==> src/rtl/core/cjt_pkg.sv <==
// ----------------------------------------------------------------------------
// cjt_pkg
// Shared types and constants for the centroid jitter tracker.
// ----------------------------------------------------------------------------
package cjt_pkg;

  localparam int unsigned WINDOW_DEF = 8;    // default history depth

  localparam int unsigned PIX_W  = 11;       // box fields, whole pixels
  localparam int unsigned BLUE_W = 15;       // blue centre, 1/16 pixel
  localparam int unsigned CEN_W  = 16;       // stored centre, 1/16 pixel
  localparam int unsigned DEV_W  = 16;       // per-track deviation
  localparam int unsigned REL_W  = 17;       // green minus blue deviation

  localparam int unsigned DEV_LIM = 32767;   // deviation saturation bound

  typedef enum logic [2:0] {
    ST_IDLE,
    ST_READ,
    ST_LATCH,
    ST_DIV,
    ST_UPD,
    ST_FIN
  } cjt_state_e;

  // axis order: at most one divide per axis, none on the first frame
  typedef enum logic [1:0] {
    AX_GX,
    AX_GY,
    AX_BX,
    AX_BY
  } cjt_axis_e;

  typedef struct packed {
    logic busy;
    logic done;
  } cjt_div_stat_t;

endpackage

==> src/rtl/core/cjt_ram.sv <==
// ----------------------------------------------------------------------------
// cjt_ram
// Generic single-write, single-read RAM with registered read data.
// ----------------------------------------------------------------------------
module cjt_ram #(
  parameter int unsigned WIDTH = 16,
  parameter int unsigned DEPTH = 32
) (
  input  logic                     clk_i,
  input  logic                     we_i,
  input  logic [$clog2(DEPTH)-1:0] waddr_i,
  input  logic [WIDTH-1:0]         wdata_i,
  input  logic                     re_i,
  input  logic [$clog2(DEPTH)-1:0] raddr_i,
  output logic [WIDTH-1:0]         rdata_o
);

  logic [WIDTH-1:0] mem_q [DEPTH];

  always_ff @(posedge clk_i) begin
    if (we_i) begin
      mem_q[waddr_i] <= wdata_i;
    end
    if (re_i) begin
      rdata_o <= mem_q[raddr_i];
    end
  end

endmodule

==> src/rtl/core/cjt_div.sv <==
// ----------------------------------------------------------------------------
// cjt_div
// Restoring divider, one quotient bit per cycle.
// ----------------------------------------------------------------------------
module cjt_div #(
  parameter int unsigned NUM_W = 21,
  parameter int unsigned DEN_W = 5,
  parameter int unsigned QUO_W = 16
) (
  input  logic                   clk_i,
  input  logic                   rst_ni,
  input  logic                   start_i,
  input  logic [NUM_W-1:0]       num_i,
  input  logic [DEN_W-1:0]       den_i,
  output cjt_pkg::cjt_div_stat_t stat_o,
  output logic [QUO_W-1:0]       quo_o
);

  localparam int unsigned CNT_W = $clog2(NUM_W + 1);

  logic             busy_q, done_q;
  logic [CNT_W-1:0] cnt_q;
  logic [DEN_W-1:0] rem_q, den_q;
  logic [NUM_W-1:0] acc_q;   // dividend in, quotient out

  logic [DEN_W:0]   trial;
  logic             ge;
  logic [DEN_W:0]   diff;

  assign trial = {rem_q, acc_q[NUM_W-1]};
  assign ge    = trial >= {1'b0, den_q};
  assign diff  = trial - {1'b0, den_q};

  always_ff @(posedge clk_i or negedge rst_ni) begin
    if (!rst_ni) begin
      busy_q <= 1'b0;
      done_q <= 1'b0;
      cnt_q  <= '0;
    end else begin
      done_q <= 1'b0;
      if (start_i) begin
        busy_q <= 1'b1;
        cnt_q  <= CNT_W'(NUM_W);
      end else if (busy_q) begin
        cnt_q <= cnt_q - 1'b1;
        if (cnt_q == CNT_W'(1)) begin
          busy_q <= 1'b0;
          done_q <= 1'b1;
        end
      end
    end
  end

  always_ff @(posedge clk_i) begin
    if (start_i) begin
      acc_q <= num_i;
      den_q <= den_i;
      rem_q <= '0;
    end else if (busy_q) begin
      acc_q <= {acc_q[NUM_W-2:0], ge};
      rem_q <= ge ? diff[DEN_W-1:0] : trial[DEN_W-1:0];
    end
  end

  assign stat_o.busy = busy_q;
  assign stat_o.done = done_q;
  assign quo_o       = acc_q[QUO_W-1:0];

endmodule

==> src/rtl/core/centroid_jitter_tracker.sv <==
// ----------------------------------------------------------------------------
// centroid_jitter_tracker
// Per-frame centre jitter of a green box track and a blue point track.
// ----------------------------------------------------------------------------
// Sequence: for each of the four axes in turn, read the ring slot about to be
//   replaced, divide for the rounded mean (skipped on the first frame), then
//   update; the bit-serial divider is shared across the four axes. A new item
//   is taken only in idle, after the previous result goes to the output.
// Reset: async active low; clears history count, ring pointer, running sums
//   and output valid. Ring RAM contents are never cleared.
// ----------------------------------------------------------------------------
module centroid_jitter_tracker #(
  parameter int unsigned WINDOW = cjt_pkg::WINDOW_DEF
) (
  input  logic                                clk_i,
  input  logic                                rst_ni,
  // input item channel
  input  logic                                in_valid_i,
  output logic                                in_stall_o,
  input  logic [cjt_pkg::PIX_W-1:0]           green_left_i,
  input  logic [cjt_pkg::PIX_W-1:0]           green_top_i,
  input  logic [cjt_pkg::PIX_W-1:0]           green_width_i,
  input  logic [cjt_pkg::PIX_W-1:0]           green_height_i,
  input  logic                                blue_valid_i,
  input  logic [cjt_pkg::BLUE_W-1:0]          blue_cx_i,
  input  logic [cjt_pkg::BLUE_W-1:0]          blue_cy_i,
  // result item channel
  output logic                                out_valid_o,
  input  logic                                out_stall_i,
  output logic signed [cjt_pkg::DEV_W-1:0]    green_dev_x_o,
  output logic signed [cjt_pkg::DEV_W-1:0]    green_dev_y_o,
  output logic signed [cjt_pkg::DEV_W-1:0]    blue_dev_x_o,
  output logic signed [cjt_pkg::DEV_W-1:0]    blue_dev_y_o,
  output logic signed [cjt_pkg::REL_W-1:0]    rel_dev_x_o,
  output logic signed [cjt_pkg::REL_W-1:0]    rel_dev_y_o
);

  localparam int unsigned CEN_W  = cjt_pkg::CEN_W;
  localparam int unsigned DEV_W  = cjt_pkg::DEV_W;
  localparam int unsigned REL_W  = cjt_pkg::REL_W;
  localparam int unsigned IDX_W  = (WINDOW > 1) ? $clog2(WINDOW) : 1;
  localparam int unsigned CNT_W  = $clog2(WINDOW + 1);
  localparam int unsigned SUM_W  = CEN_W + CNT_W;
  localparam int unsigned NUM_W  = SUM_W + 1;     // 2*sum + count
  localparam int unsigned DEN_W  = CNT_W + 1;     // 2*count
  localparam int unsigned ADDR_W = IDX_W + 2;     // {axis, ring index}
  localparam int unsigned DEPTH  = 1 << ADDR_W;

  localparam logic signed [DEV_W:0] SAT_HI = (DEV_W+1)'(cjt_pkg::DEV_LIM);
  localparam logic signed [DEV_W:0] SAT_LO = -SAT_HI;

  // --------------------------------------------------------------------------
  // State
  // --------------------------------------------------------------------------
  cjt_pkg::cjt_state_e state_q, state_d;
  cjt_pkg::cjt_axis_e  axis_q;

  logic [CNT_W-1:0]    frames_q;      // earlier frames held, 0..WINDOW
  logic [IDX_W-1:0]    ptr_q;         // next ring slot to overwrite
  logic [SUM_W-1:0]    sum_q [4];     // running sum of held centres per axis
  logic [CEN_W-1:0]    cur_q [4];     // this frame's centres
  logic signed [DEV_W-1:0] dev_q [4]; // deviations as they come out
  logic                out_valid_q;

  // --------------------------------------------------------------------------
  // Shared divider and ring RAM
  // --------------------------------------------------------------------------
  logic                   div_start;
  cjt_pkg::cjt_div_stat_t div_stat;
  logic [CEN_W-1:0]       div_quo;
  logic [NUM_W-1:0]       div_num;
  logic [DEN_W-1:0]       div_den;

  logic                   ram_we, ram_re;
  logic [ADDR_W-1:0]      ram_addr;
  logic [CEN_W-1:0]       ram_rdata;

  logic                   in_acc, out_free, held_any, full;

  assign in_acc   = in_valid_i && !in_stall_o;
  assign out_free = !out_valid_q || !out_stall_i;
  assign held_any = frames_q != '0;
  assign full     = frames_q == CNT_W'(WINDOW);
  assign ram_addr = {axis_q, ptr_q};

  // rounded mean = (2*sum + n) / (2*n), ties go up
  assign div_num = {sum_q[axis_q], 1'b0} + NUM_W'(frames_q);
  assign div_den = {frames_q, 1'b0};

  cjt_div #(
    .NUM_W (NUM_W),
    .DEN_W (DEN_W),
    .QUO_W (CEN_W)
  ) u_div (
    .clk_i   (clk_i),
    .rst_ni  (rst_ni),
    .start_i (div_start),
    .num_i   (div_num),
    .den_i   (div_den),
    .stat_o  (div_stat),
    .quo_o   (div_quo)
  );

  // four rings packed in one RAM, axis in the top address bits
  cjt_ram #(
    .WIDTH (CEN_W),
    .DEPTH (DEPTH)
  ) u_ring (
    .clk_i   (clk_i),
    .we_i    (ram_we),
    .waddr_i (ram_addr),
    .wdata_i (cur_q[axis_q]),
    .re_i    (ram_re),
    .raddr_i (ram_addr),
    .rdata_o (ram_rdata)
  );

  // --------------------------------------------------------------------------
  // Deviation and running-sum update for the current axis
  // --------------------------------------------------------------------------
  logic signed [DEV_W:0]   diff;
  logic signed [DEV_W-1:0] dev_new;
  logic [SUM_W-1:0]        sum_new;

  assign diff = $signed({1'b0, cur_q[axis_q]}) - $signed({1'b0, div_quo});

  always_comb begin
    if (!held_any) begin
      dev_new = '0;
    end else if (diff > SAT_HI) begin
      dev_new = SAT_HI[DEV_W-1:0];
    end else if (diff < SAT_LO) begin
      dev_new = SAT_LO[DEV_W-1:0];
    end else begin
      dev_new = diff[DEV_W-1:0];
    end
  end

  // once full, the slot being overwritten drops out of the window
  assign sum_new = sum_q[axis_q] + SUM_W'(cur_q[axis_q])
                 - (full ? SUM_W'(ram_rdata) : SUM_W'(0));

  // --------------------------------------------------------------------------
  // Sequencer
  // --------------------------------------------------------------------------
  always_ff @(posedge clk_i or negedge rst_ni) begin
    if (!rst_ni) begin
      state_q <= cjt_pkg::ST_IDLE;
    end else begin
      state_q <= state_d;
    end
  end

  always_comb begin
    state_d    = state_q;
    in_stall_o = 1'b1;
    ram_we     = 1'b0;
    ram_re     = 1'b0;
    div_start  = 1'b0;
    unique case (state_q)
      cjt_pkg::ST_IDLE: begin
        in_stall_o = 1'b0;
        if (in_valid_i) begin
          state_d = cjt_pkg::ST_READ;
        end
      end
      cjt_pkg::ST_READ: begin
        ram_re  = 1'b1;       // fetch slot about to be replaced
        state_d = cjt_pkg::ST_LATCH;
      end
      cjt_pkg::ST_LATCH: begin
        if (held_any) begin
          div_start = 1'b1;
          state_d   = cjt_pkg::ST_DIV;
        end else begin
          state_d = cjt_pkg::ST_UPD;
        end
      end
      cjt_pkg::ST_DIV: begin
        if (div_stat.done) begin
          state_d = cjt_pkg::ST_UPD;
        end
      end
      cjt_pkg::ST_UPD: begin
        ram_we = 1'b1;
        if (axis_q == cjt_pkg::AX_BY) begin
          state_d = cjt_pkg::ST_FIN;
        end else begin
          state_d = cjt_pkg::ST_READ;
        end
      end
      cjt_pkg::ST_FIN: begin
        if (out_free) begin
          state_d = cjt_pkg::ST_IDLE;
        end
      end
      default: state_d = cjt_pkg::ST_IDLE;
    endcase
  end

  // control state
  always_ff @(posedge clk_i or negedge rst_ni) begin
    if (!rst_ni) begin
      axis_q      <= cjt_pkg::AX_GX;
      frames_q    <= '0;
      ptr_q       <= '0;
      out_valid_q <= 1'b0;
      for (int i = 0; i < 4; i++) begin
        sum_q[i] <= '0;
      end
    end else begin
      if (out_valid_q && !out_stall_i) begin
        out_valid_q <= 1'b0;
      end
      if (in_acc) begin
        axis_q <= cjt_pkg::AX_GX;
      end
      if (state_q == cjt_pkg::ST_UPD) begin
        sum_q[axis_q] <= sum_new;
        axis_q        <= cjt_pkg::cjt_axis_e'(2'(axis_q + 2'd1));
      end
      if (state_q == cjt_pkg::ST_FIN && out_free) begin
        out_valid_q <= 1'b1;
        ptr_q       <= (ptr_q == IDX_W'(WINDOW - 1)) ? '0 : ptr_q + 1'b1;
        if (!full) begin
          frames_q <= frames_q + 1'b1;
        end
      end
    end
  end

  // payload
  always_ff @(posedge clk_i) begin
    if (in_acc) begin
      cur_q[cjt_pkg::AX_GX] <= CEN_W'({green_left_i, 4'b0}) + CEN_W'({green_width_i, 3'b0});
      cur_q[cjt_pkg::AX_GY] <= CEN_W'({green_top_i, 4'b0}) + CEN_W'({green_height_i, 3'b0});
      cur_q[cjt_pkg::AX_BX] <= blue_valid_i ? CEN_W'(blue_cx_i) : '0;
      cur_q[cjt_pkg::AX_BY] <= blue_valid_i ? CEN_W'(blue_cy_i) : '0;
    end
    if (state_q == cjt_pkg::ST_UPD) begin
      dev_q[axis_q] <= dev_new;
    end
    if (state_q == cjt_pkg::ST_FIN && out_free) begin
      green_dev_x_o <= dev_q[cjt_pkg::AX_GX];
      green_dev_y_o <= dev_q[cjt_pkg::AX_GY];
      blue_dev_x_o  <= dev_q[cjt_pkg::AX_BX];
      blue_dev_y_o  <= dev_q[cjt_pkg::AX_BY];
      rel_dev_x_o   <= REL_W'(dev_q[cjt_pkg::AX_GX]) - REL_W'(dev_q[cjt_pkg::AX_BX]);
      rel_dev_y_o   <= REL_W'(dev_q[cjt_pkg::AX_GY]) - REL_W'(dev_q[cjt_pkg::AX_BY]);
    end
  end

  assign out_valid_o = out_valid_q;

  // --------------------------------------------------------------------------
  // Assertions
  // --------------------------------------------------------------------------
  a_frames_bound: assert property (@(posedge clk_i) disable iff (!rst_ni)
    frames_q <= CNT_W'(WINDOW))
    else $error("history count beyond window");

  // in the first frame the sums build up before the count moves, so check them between items
  a_empty_sums: assert property (@(posedge clk_i) disable iff (!rst_ni)
    (state_q == cjt_pkg::ST_IDLE && frames_q == '0) |->
      (sum_q[0] == '0 && sum_q[1] == '0 && sum_q[2] == '0 && sum_q[3] == '0))
    else $error("running sum nonzero with empty history");

  a_div_free: assert property (@(posedge clk_i) disable iff (!rst_ni)
    div_start |-> !div_stat.busy)
    else $error("divider restarted while busy");

  a_accept_seq: assert property (@(posedge clk_i) disable iff (!rst_ni)
    in_acc |=> (state_q == cjt_pkg::ST_READ && axis_q == cjt_pkg::AX_GX))
    else $error("item accepted without starting at first axis");

  a_rel_consistent: assert property (@(posedge clk_i) disable iff (!rst_ni)
    out_valid_q |-> (rel_dev_x_o == REL_W'(green_dev_x_o) - REL_W'(blue_dev_x_o) &&
                     rel_dev_y_o == REL_W'(green_dev_y_o) - REL_W'(blue_dev_y_o)))
    else $error("relative deviation does not match track deviations");

endmodule
==> config.mk <==
export PLATFORM = sky130hd
export DESIGN_NAME = centroid_jitter_tracker
export DESIGN_NICKNAME = d
export VERILOG_FILES = /design/src/rtl/core/cjt_pkg.sv /design/src/rtl/core/cjt_ram.sv /design/src/rtl/core/cjt_div.sv /design/src/rtl/core/centroid_jitter_tracker.sv
export SDC_FILE = /design/constraint.sdc
export NUM_CORES = 1
export LEC_CHECK = 0
export BUFFER_PORTS_ARGS = -buffer_cell sky130_fd_sc_hd__buf_2
export CAP_MARGIN = 10
export CORE_MARGIN = 2
export CORE_UTILIZATION = 30
export CTS_BUF_LIST = sky130_fd_sc_hd__clkbuf_4 sky130_fd_sc_hd__clkbuf_8
export CTS_CLUSTER_SIZE = 8
export DETAILED_ROUTE_END_ITERATION = 6
export GPL_ROUTABILITY_DRIVEN = 1
export PLACE_DENSITY = 0.46
export SLEW_MARGIN = 30
export SYNTH_ARGS = -nofsm -noshare
export SYNTH_HDL_FRONTEND = slang
export SYNTH_SLANG_ARGS = --single-unit
==> constraint.sdc <==
create_clock -name clk_i -period 12 [get_ports clk_i]
set_input_delay 0.6 -clock clk_i [delete_from_list [all_inputs] [get_ports clk_i]]
set_output_delay 0.6 -clock clk_i [all_outputs]
set_load 0.1 [all_outputs]
Word-level counts from Yosys, hierarchy flattened
Memory sizes are Yosys's and may differ from the RTL's. A register that Yosys moved wholly into a read port is not among the register bits. Index checks and enable logic that the tools add are counted.

Register bits after elaboration: 228. Memory bits (writable): 640. Input bits: 79. Word-level logic and storage cells: 113. Memories: 3.

Add/sub/neg operators: 13. $lt $le $gt $ge: 5. Eq/ne operators: 12. Muxes and demuxes: 43. Bitwise operators: 2. Reduce and logical (&&, ||, !) cells: 14.

Memories: u_ring.mem_q (words 32, bits a word 16, rd ports 1, clocked after Yosys merged registers in 1, write ports 1, RTL line cjt_ram.sv:18) `logic [WIDTH-1:0] mem_q [DEPTH];`; cur_q (words 4, bits a word 16, rd ports 1, clocked after Yosys merged registers in 0, write ports 4, RTL line centroid_jitter_tracker.sv:61) `logic [CEN_W-1:0] cur_q [4];`; dev_q (words 4, bits a word 16, rd ports 4, clocked after Yosys merged registers in 0, write ports 1, RTL line centroid_jitter_tracker.sv:62) `logic signed [DEV_W-1:0] dev_q [4];`.

Operators with widths (number): 80-bit bitwise mux (1); 16-bit two-way mux (4); 20-bit two-way mux (3); 16-bit by 16-bit subtractor with 17-bit output (3); 21-bit two-way mux (2); 20-bit binary-select mux with 2-bit select (1); 20-bit demux with 2-bit select (1); 15-bit by 14-bit adder with 16-bit output (2); 15-bit two-way mux (2); 21-bit by 4-bit adder with 21-bit output (1); 20-bit by 16-bit adder with 20-bit output (1); 20-bit by 16-bit subtractor with 20-bit output (1); 3-bit two-way mux (6); 3-bit one-hot mux with 6 select lines (1); 17-bit by 16-bit > comparator with 1-bit output, second input constant (1); 17-bit by 16-bit < comparator with 1-bit output, second input constant (1); 1-bit two-way mux (17); 5-bit two-way mux (3); 3-bit equality test, second input constant (3); 3-bit by 2-bit equality test with 1-bit output, second input constant (2); 6-bit by 5-bit >= comparator with 1-bit output (1); 2-bit nonzero test (3); 5-bit by 1-bit equality test with 1-bit output, second input constant (1); 5-bit by 1-bit subtractor with 5-bit output, second input constant (1); 21 further kinds (27).

Logic depth before layout (Yosys ltp)
Gate-level depths: netlist of the first run.

Depth in word-level cells: 7. Gate-level depth with buffers: 18. Gate-level depth less buffers: 16.

Modules after synthesis
Synthesis of the first run repeated with hierarchy kept, for this count alone.

Cell total of the unflattened synthesis: 2727. Area, all modules: 39352.7 µm².

By module, submodules not included: cjt_ram (times used 1, cells each 1143, area each 20696.1 µm², seq. area each 15855.2 µm²); centroid_jitter_tracker (times used 1, cells each 1428, area each 16663.5 µm², seq. area each 8873.5 µm²); cjt_div (times used 1, cells each 156, area each 1993.2 µm², seq. area each 1056.0 µm²).

Least setup slack after synthesis of the first run
OpenSTA, ideal clock, no wires.

Kind: reg2reg. From: register out_valid_q (netlist: out_valid_o). To: register frames_q[1]. Arrival: 6913 ps. Required time: 11873 ps. Setup slack: 4960 ps. Cell stages (with the launch flop): 4. Period minus slack after synthesis: 7040 ps. Cell sequence: dfrtp_1 > a21oi_1 > nand2b_1 > mux2_2.

Cells in the longest elaborated chain, start to end: 4.

RTL lines: start: declaration (RTL line centroid_jitter_tracker.sv:63) `logic out_valid_q;`; start signal: assignment (RTL line centroid_jitter_tracker.sv:207) `out_valid_q <= 1'b0;`; start signal: assignment (RTL line centroid_jitter_tracker.sv:213) `out_valid_q <= 1'b0;`; start signal: assignment (RTL line centroid_jitter_tracker.sv:223) `out_valid_q <= 1'b1;`; 1-bit zero test (RTL line centroid_jitter_tracker.sv:81) `assign out_free = !out_valid_q || !out_stall_i;`; 1-bit logical OR (RTL line centroid_jitter_tracker.sv:81); 1-bit logical AND (RTL line centroid_jitter_tracker.sv:222) `if (state_q == cjt_pkg::ST_FIN && out_free) begin`; 2-bit AND reduction (no line); end signal: assignment (RTL line centroid_jitter_tracker.sv:226) `frames_q <= frames_q + 1'b1;`; end: declaration (RTL line centroid_jitter_tracker.sv:58) `logic [CNT_W-1:0] frames_q;`.

Every way passes these cells. A chain may end at the register's enable or synchronous reset.

Worst setup path after layout of the first run
From: register axis_q[1]. To: memory dev_q[3][13], data pin.

Cells in the longest elaborated chain, start to end: 6.

RTL lines: start: declaration (RTL line centroid_jitter_tracker.sv:56) `cjt_pkg::cjt_axis_e axis_q;`; start signal: assignment (RTL line centroid_jitter_tracker.sv:204) `axis_q <= cjt_pkg::AX_GX;`; start signal: assignment (RTL line centroid_jitter_tracker.sv:216) `axis_q <= cjt_pkg::AX_GX;`; start signal: assignment (RTL line centroid_jitter_tracker.sv:220) `axis_q <= cjt_pkg::cjt_axis_e'(2'(axis_q + 2'd1));`; memory 4 x 16 bit (*); via u_ring.wdata_i[8] (RTL line cjt_ram.sv:12) `input logic [WIDTH-1:0] wdata_i,`; 16-bit by 16-bit subtractor with 17-bit output (*) (RTL line centroid_jitter_tracker.sv:125) `assign diff = $signed({1'b0, cur_q[axis_q]}) - $signed({1'b0, div_quo});`; 17-bit by 16-bit < comparator with 1-bit output (RTL line centroid_jitter_tracker.sv:132) `end else if (diff < SAT_LO) begin`; 16-bit two-way mux (RTL line centroid_jitter_tracker.sv:132); 16-bit two-way mux (*) (RTL line centroid_jitter_tracker.sv:130) `end else if (diff > SAT_HI) begin`; 16-bit two-way mux (*) (RTL line centroid_jitter_tracker.sv:128) `if (!held_any) begin`; via dev_new[13] (RTL line centroid_jitter_tracker.sv:122) `logic signed [DEV_W-1:0] dev_new;`; end: declaration (RTL line centroid_jitter_tracker.sv:62).

The timed path passes the listed nets; every way through them passes the cells marked *.

==> impl_metrics.toml, run 1 <==
[final_layout]
finalCoreUtilization_pct = 35.28
fillerInstances = 12149
synthToLayoutAreaGrowth_pct = 16.68
layout.nets = 2993
drive_above_1_share_pct = 24.26

[setup_path]
rrSetupSlack_ns = 6.39
r2r_cells = 10
timing.critical_path.required_ns = 12.54
crit-reg2reg-launch = "axis_q[1]"
max_fanout_on_critical_path = 34
worst_r2r_end = "dev_q[3][13]"
timing.critical_path.from_type = "register"
critPathKind = "reg2reg"
crit_path_end_kind = "register"
worst-endpoint-arrival_ns = 6.15

[timing]
timing.final.crit_share_pct = 46.74
clock.fmax_mhz = 178.3
drv_slew = 0
setup_repair_after_global_routing_missed_its_margin = "no"
finalHoldViolations = 0
timing.setup.tns_ns = 0
finalCriticalPeriod_ns = 5.609
final.setup_skew_ns = 0.05727
setup-violations-final = 0
maxSlewHeadroom_pct = 35.27
least_margin_pin_slew_ns = 0.9709

[clock_network]
cts-buffers-inserted = 155
cts-root-to-sink-buffers = 3
clkSlewWorstSetupHoldPaths_ns = 0.06
clkLatencyLatePin_ns = 0.87
tritoncts = "built"
ctsHtreeMaxLevel = 4
clkSinkCount = 876
cts-resized-gates = 0
clock_tree.root_cell = "sky130_fd_sc_hd__clkbuf_8"
cts.repair_timing.setup_buffer_count = 0

[detailed_routing]
antenna_viol_nets_final = 0
drt_drc_violations_left = 0
detail_route.wirelength_mm = 104.0
drt_pre_antenna_iters = 5
via_per_inst = 4.865
wire_per_inst_um = 22.81
route.vias.total = 22191
dr.first_iter.drc_count = 1669

[global_route]
grt_overflow_total = 0
pin_count_of_the_biggest_net_entering_global_routing = 72
number_of_antenna_violations_at_the_first_check_in_global_routing = 7
grt_usage_pct = 15.91
via_count_of_the_first_global_routing_pass = 23037
global_route_wire_length_before_repair_mm = 152.5

[logic_synthesis]
ys_ff_latch = 876
synth_area_mm2 = 0.03856
synth_enable_flop_cells = 771
mappedNetlistNets = 2658
avgSynthCellArea_um2 = 15.76
ys_seq_area_share_pct = 66.79
netlist_top_cells_area = "sky130_fd_sc_hd__edfxtp_1, sky130_fd_sc_hd__mux4_2, sky130_fd_sc_hd__dfrtp_1, sky130_fd_sc_hd__ha_1, sky130_fd_sc_hd__nand2_1"
syn-instance-count = 2446
synthMostInstantiatedCell = "sky130_fd_sc_hd__edfxtp_1"
yosysTopAreaCellShare_pct = 60.04
synth_commonest_cells = "sky130_fd_sc_hd__edfxtp_1, sky130_fd_sc_hd__nand2_1, sky130_fd_sc_hd__mux4_2, sky130_fd_sc_hd__inv_1, sky130_fd_sc_hd__o21ai_0"
yosys_warnings = 0
ys.flop_type = "sky130_fd_sc_hd__edfxtp_1"
asyncSetResetFlopFracSynth_pct = 11.42
ys_types = 81
synth_top_cell_by_area = "sky130_fd_sc_hd__edfxtp_1"

[min_path]
hold-path-cell-count = 3
min_path_type = "in2reg"
hold_path_startpoint = "green_left_i[10]"
timing.hold.worst_endpoint = "cur_q[0][15]"

[floorplanning]
die_w_um = 362.5
num_rows = 131
core-area_mm2 = 0.1275
die_h_um = 362.5
floorplan.io_pins = 179
fp.dieArea_mm2 = 0.1314
floorplan.initialDensity_pct = 30.24

[place]
dp.final_hpwl_mm = 65.85
place.port_buffers = 178
gp_congestion = 0.8316

[power]
relative_contribution_of_the_clock_network_to_total_power_pct = 22.9
worst_ir_drop_vdd_uv = 155.1
pwr-share-seq_pct = 36.8
pwr-share-comb_pct = 40.3
total_leakage_power_uw = 0.01610
power_switching_share_pct = 39.15
cellPowerDensity_mw_per_mm2 = 264.0
internal_power_of_the_cells_uw = 7227
power.net_switching_uw = 4649

[run_status]
status = "finished, final reports clean"

[run]
drv.max_cap_violation_count = 0
## stage by stage
stage,cell area (µm²),hold WS [ns],cells,power (µW),setup slack [ns]
after floorplan,38560,0.3044,2446,7769,4.960
after global placement,41550,0.4433,4247,9098,6.691
after detailed placement,41590,0.4376,4248,9243,6.433
after CTS,44980,0.02492,4560,12030,6.420
after global routing,44990,0.07311,4561,12620,6.041
final,44990,0.1354,4561,11880,6.391
## routing by layer
metal  GRT usage (%)  vias up  routed length [µm]
met2           26.59      661               50660
met4           5.907        0                3133
met3           3.209      166                5210
met5               0        -                   0
met1           20.40    11385               45020
li1                -     9979                   -
## placed cells by master (no fill, tap or decap), types with 38 or more instances in the layout
master	synthesis	final
sky130_fd_sc_hd__ha_1	110	110
sky130_fd_sc_hd__buf_4	1	52
sky130_fd_sc_hd__clkinv_1	0	44
sky130_fd_sc_hd__inv_1	176	168
sky130_fd_sc_hd__edfxtp_1	771	771
sky130_fd_sc_hd__dfrtp_1	100	95
sky130_fd_sc_hd__nand2_1	219	219
sky130_fd_sc_hd__mux4_2	191	191
sky130_fd_sc_hd__buf_2	28	177
sky130_fd_sc_hd__o21ai_0	126	126
sky130_fd_sc_hd__and2_1	48	48
sky130_fd_sc_hd__dlygate4sd3_1	0	38
sky130_fd_sc_hd__nor2_1	113	109
sky130_fd_sc_hd__clkbuf_8	0	159
sky130_fd_sc_hd__xnor2_1	64	64
sky130_fd_sc_hd__clkbuf_4	0	46
sky130_fd_sc_hd__a21oi_1	49	48
## power groups by stage
stage	logic (µW)	clock network [µW]	registers, µW
4_1_cts	4840	2810	4380
3_3_place_gp	4670	0	4430
3_5_place_dp	4810	0	4440
2_1_floorplan	3350	0	4420
5_1_grt	5270	2950	4410
6_report	4790	2720	4370
## worst max-delay path by stage
stage,endpoint,from,slack (ns)
floorplan,frames_q[1],out_valid_o,4.96
global placement,dev_q[0][13],axis_q[1],6.69
detailed placement,dev_q[3][13],axis_q[1],6.43
CTS,dev_q[3][13],axis_q[1],6.42
global route,dev_q[3][13],axis_q[1],6.04
finish,dev_q[3][13],axis_q[1],6.39
## sequential cells by signal (all words and copies together) (netlist names), 3 cells and up
register and cells:
dev_q 64, ptr_q 3, u_ring.mem_q 512, rel_dev_x_o 17, u_ring.rdata_o 16, u_div.cnt_q 5
green_dev_y_o 16, u_div.acc_q 21, frames_q 4, blue_dev_x_o 16, green_dev_x_o 16, sum_q 80
rel_dev_y_o 17, u_div.rem_q 5, blue_dev_y_o 16, state_q 3, u_div.den_q 4, cur_q 56
## layout make-up
type / count / area (µm²) / share of cell area [%]
Clock inverter: 69 / 476.7 / 1.060
Clock buffer: 205 / 2534 / 5.632
Timing Repair Buffer: 271 / 1718 / 3.818
Tap cell: 1662 / 2079 / 4.622
Sequential cell: 876 / 25770 / 57.28
Multi-Input combinational cell: 1301 / 11750 / 26.12
Antenna cell: 1 / 2.502 / 0.005562
Inverter: 176 / 660.6 / 1.468
## kinds of logic after synthesis
kind of cell,Yosys count,synth area share [%]
buf+inv,269,2.807
simple gates,556,6.850
mux,207,11.59
compound gates,320,5.247
xor+xnor,85,1.950
flops,876,66.79
fa+ha+maj,133,4.763
## critical path: stages, from the launching register on
cell and delay, ns:
sky130_fd_sc_hd__dfrtp_2 0.88, sky130_fd_sc_hd__buf_4 0.59, sky130_fd_sc_hd__mux4_2 0.74, sky130_fd_sc_hd__ha_1 0.60, sky130_fd_sc_hd__nand4_2 0.19, sky130_fd_sc_hd__a2111oi_4 0.39, sky130_fd_sc_hd__o31ai_4 0.14, sky130_fd_sc_hd__o21ai_2 0.19
sky130_fd_sc_hd__xor2_2 0.64, sky130_fd_sc_hd__o21ai_1 0.27, sky130_fd_sc_hd__o21ai_0 0.59
## what timing repair did
action                                  4_1_cts  5_1_grt
endpoints found under the setup margin        0        0
hold buffers                                 38        0
endpoints found under the hold margin        64        0
Power figures use the tool's default switching activity.
==> run 2: changes to the inputs <==
- ABC_AREA: default -> 1
- clock period: 12 -> 5.9 ns (I/O delays scaled with it)
==> impl_metrics.toml, run 2 <==
[clock_network]
tritoncts = "built"
cts-buffers-inserted = 155
cts-root-to-sink-buffers = 3
clkSlewWorstSetupHoldPaths_ns = 0.06
ctsHtreeMaxLevel = 4
clkLatencyLatePin_ns = 0.86
clock_tree.root_cell = "sky130_fd_sc_hd__clkbuf_8"
clkSinkCount = 876

[timing]
finalCriticalPeriod_ns = 4.692
timing.setup.tns_ns = 0
hold-worst-slack_ns = 0.09254
final.setup_skew_ns = 0.03507
timing.final.crit_share_pct = 79.52
maxSlewHeadroom_pct = 33.66
setup_repair_after_global_routing_missed_its_margin = "no"
finalHoldViolations = 0
clock.fmax_mhz = 213.1
drv_slew = 0
setup-violations-final = 0
least_margin_pin_slew_ns = 0.9937

[detailed_routing]
antenna_viol_nets_final = 0
wire_per_inst_um = 20.23
dr.first_iter.drc_count = 2111
route.vias.total = 27260
via_per_inst = 4.787
drt_drc_violations_left = 0
drt_pre_antenna_iters = 7
detail_route.wirelength_mm = 115.2

[logic_synthesis]
syn-instance-count = 3451
avgSynthCellArea_um2 = 11.38
synth_enable_flop_cells = 771
synthMostInstantiatedCell = "sky130_fd_sc_hd__edfxtp_1"
synth_top_cell_by_area = "sky130_fd_sc_hd__edfxtp_1"
ys_types = 56
synth_commonest_cells = "sky130_fd_sc_hd__edfxtp_1, sky130_fd_sc_hd__nand2_1, sky130_fd_sc_hd__nor2_1, sky130_fd_sc_hd__o21ai_0, sky130_fd_sc_hd__inv_1"
netlist_top_cells_area = "sky130_fd_sc_hd__edfxtp_1, sky130_fd_sc_hd__dfrtp_1, sky130_fd_sc_hd__nand2_1, sky130_fd_sc_hd__o21ai_0, sky130_fd_sc_hd__nor2_1"
asyncSetResetFlopFracSynth_pct = 11.42
synth_area_mm2 = 0.03928
ys_seq_area_share_pct = 65.57
yosysTopAreaCellShare_pct = 58.95
ys.flop_type = "sky130_fd_sc_hd__edfxtp_1"
ys_ff_latch = 876
yosys_warnings = 0
mappedNetlistNets = 3663

[place]
place.port_buffers = 178
gp_congestion = 0.8356
dp.final_hpwl_mm = 72.21

[setup_path]
worst-endpoint-arrival_ns = 5.42
critPathKind = "reg2reg"
timing.critical_path.cells = "inv_4 > nand2_1 > a32oi_2 > inv_1 > fa_1 > inv_1 > ha_1 > nand2_1 > o21ai_0 > and2_1 > o21ai_0 > nand3_1 > or2_1 > nand3_1 > nand2_1"
crit-reg2reg-launch = "axis_q[0]"
max_fanout_on_critical_path = 61
worst_r2r_end = "sum_q[59]"
cpPeakStageDelay_ns = 0.70
critPathSlowestCell = "sky130_fd_sc_hd__a32oi_2"
timing.critical_path.required_ns = 6.63
rrSetupSlack_ns = 1.21
crit_path_start = "axis_q[0]"
timing.critical_path.from_type = "register"
critPathTopFamily = "simple AND/OR/NAND/NOR gates"
crit_path_end_kind = "register"
critPathBufInv = 3
r2r_cells = 15
path_common_cell = "sky130_fd_sc_hd__nand2_1"

[final_layout]
synthToLayoutAreaGrowth_pct = 19.07
layout.cells.most_common = "sky130_fd_sc_hd__edfxtp_1"
number_of_flip_flops_under_the_largest_register_name = 512
mostFrequentLayoutCells = "sky130_fd_sc_hd__edfxtp_1, sky130_fd_sc_hd__nand2_1, sky130_fd_sc_hd__nor2_1"
largest_registers = "u_ring.mem_q (512), sum_q (80), dev_q (64)"
layout.nets = 4041
drive_above_1_share_pct = 15.20
top_register = "u_ring.mem_q"
fillerInstances = 12891
finalCoreUtilization_pct = 36.07

[power]
pwr-share-seq_pct = 34.2
power_switching_share_pct = 43.71
total_leakage_power_uw = 0.01802
power.net_switching_uw = 11310
cellPowerDensity_mw_per_mm2 = 553.4
worst_ir_drop_vdd_uv = 347.0
internal_power_of_the_cells_uw = 14570
relative_contribution_of_the_clock_network_to_total_power_pct = 21.9
finalPower_uw = 25880
pwr-share-comb_pct = 43.9

[floorplanning]
die_w_um = 365.8
core-area_mm2 = 0.1296
fp.dieArea_mm2 = 0.1338
num_rows = 132
floorplan.io_pins = 179
die_h_um = 365.8
floorplan.initialDensity_pct = 30.29

[global_route]
pin_count_of_the_biggest_net_entering_global_routing = 189
grt_usage_pct = 17.00
grt_overflow_total = 0
via_count_of_the_first_global_routing_pass = 27147
number_of_antenna_violations_at_the_first_check_in_global_routing = 1
global_route_wire_length_before_repair_mm = 173.6

[run_status]
status = "finished, final reports clean"

[run]
drv.max_cap_violation_count = 0

[min_path]
hold-path-cell-count = 5
hold_path_startpoint = "green_top_i[4]"
timing.hold.worst_endpoint = "cur_q[1][9]"
min_path_type = "in2reg"
-- run 2: repair_timing --
action,in CTS,in global routing
hold endpoints to repair,129,0
gates resized for setup,0,0
endpoints found under the setup margin,0,0
hold buffers,118,0
buffers inserted,0,0
-- run 2: area by class of cell --
class	count	area, µm²	area share, %
clock inverter	57	399.1	0.8535
tap	1742	2180	4.661
inverter	324	1230	2.630
multi-input combinational	2097	11790	25.20
timing repair buffer	375	2715	5.806
sequential	876	25770	55.10
clock buffer	219	2676	5.723
antenna	4	10.01	0.02140
-- run 2: worst max-delay path by stage --
stage | endpoint | slack [ns] | depth (start not counted)
after global placement | sum_q[39] | 1.33 | 15
after global routing | sum_q[39] | 0.81 | 15
final | sum_q[59] | 1.21 | 15
after CTS | sum_q[31] | 1.23 | 16
after floorplan | sum_q[31] | 0.86 | 20
after detailed placement | sum_q[31] | 1.25 | 16
-- run 2: logic make-up after synthesis --
| group | count (synthesis) | synth area share (%) |
|---|---|---|
| adders and majority gates | 133 | 4.676 |
| xor gates and xnor gates | 72 | 1.606 |
| AOI/OAI and AO/OA | 719 | 10.86 |
| DFF | 876 | 65.57 |
| buffers and inverters | 478 | 4.820 |
| and+or+nand+nor | 1173 | 12.47 |
-- run 2: tightest hold or removal path, stage by stage --
cell	delay, ns
sky130_fd_sc_hd__buf_2	0.08
sky130_fd_sc_hd__ha_1	0.15
sky130_fd_sc_hd__inv_1	0.04
sky130_fd_sc_hd__o21ai_0	0.11
sky130_fd_sc_hd__xor2_1	0.08
-- run 2: power by group through the flow --
stage | Sequential [µW] | Combinational (µW) | Clock, µW
floorplan | 9100 | 7170 | 0
global placement | 8980 | 11200 | 0
detailed placement | 8970 | 11200 | 0
CTS | 8850 | 11400 | 5840
global route | 8920 | 12600 | 6110
finish | 8850 | 11400 | 5670
-- run 2: per-stage QoR --
step / setup slack (ns) / cell area (µm²) / std cells
6_report: 1.208 / 46760 / 5694
5_1_grt: 0.8079 / 46760 / 5691
4_1_cts: 1.226 / 46750 / 5690
3_5_place_dp: 1.254 / 42490 / 5296
3_3_place_gp: 1.325 / 42470 / 5296
2_1_floorplan: 0.8622 / 39280 / 3451
-- run 2: routing by layer --
metal  track usage, %  wire [µm]  vias to the layer above
li1                 -          -                    12948
met1            24.22      55030                    13398
met2            26.45      51680                      760
met3            2.855       5877                      154
met4            5.149       2611                        0
met5                0          0                        -
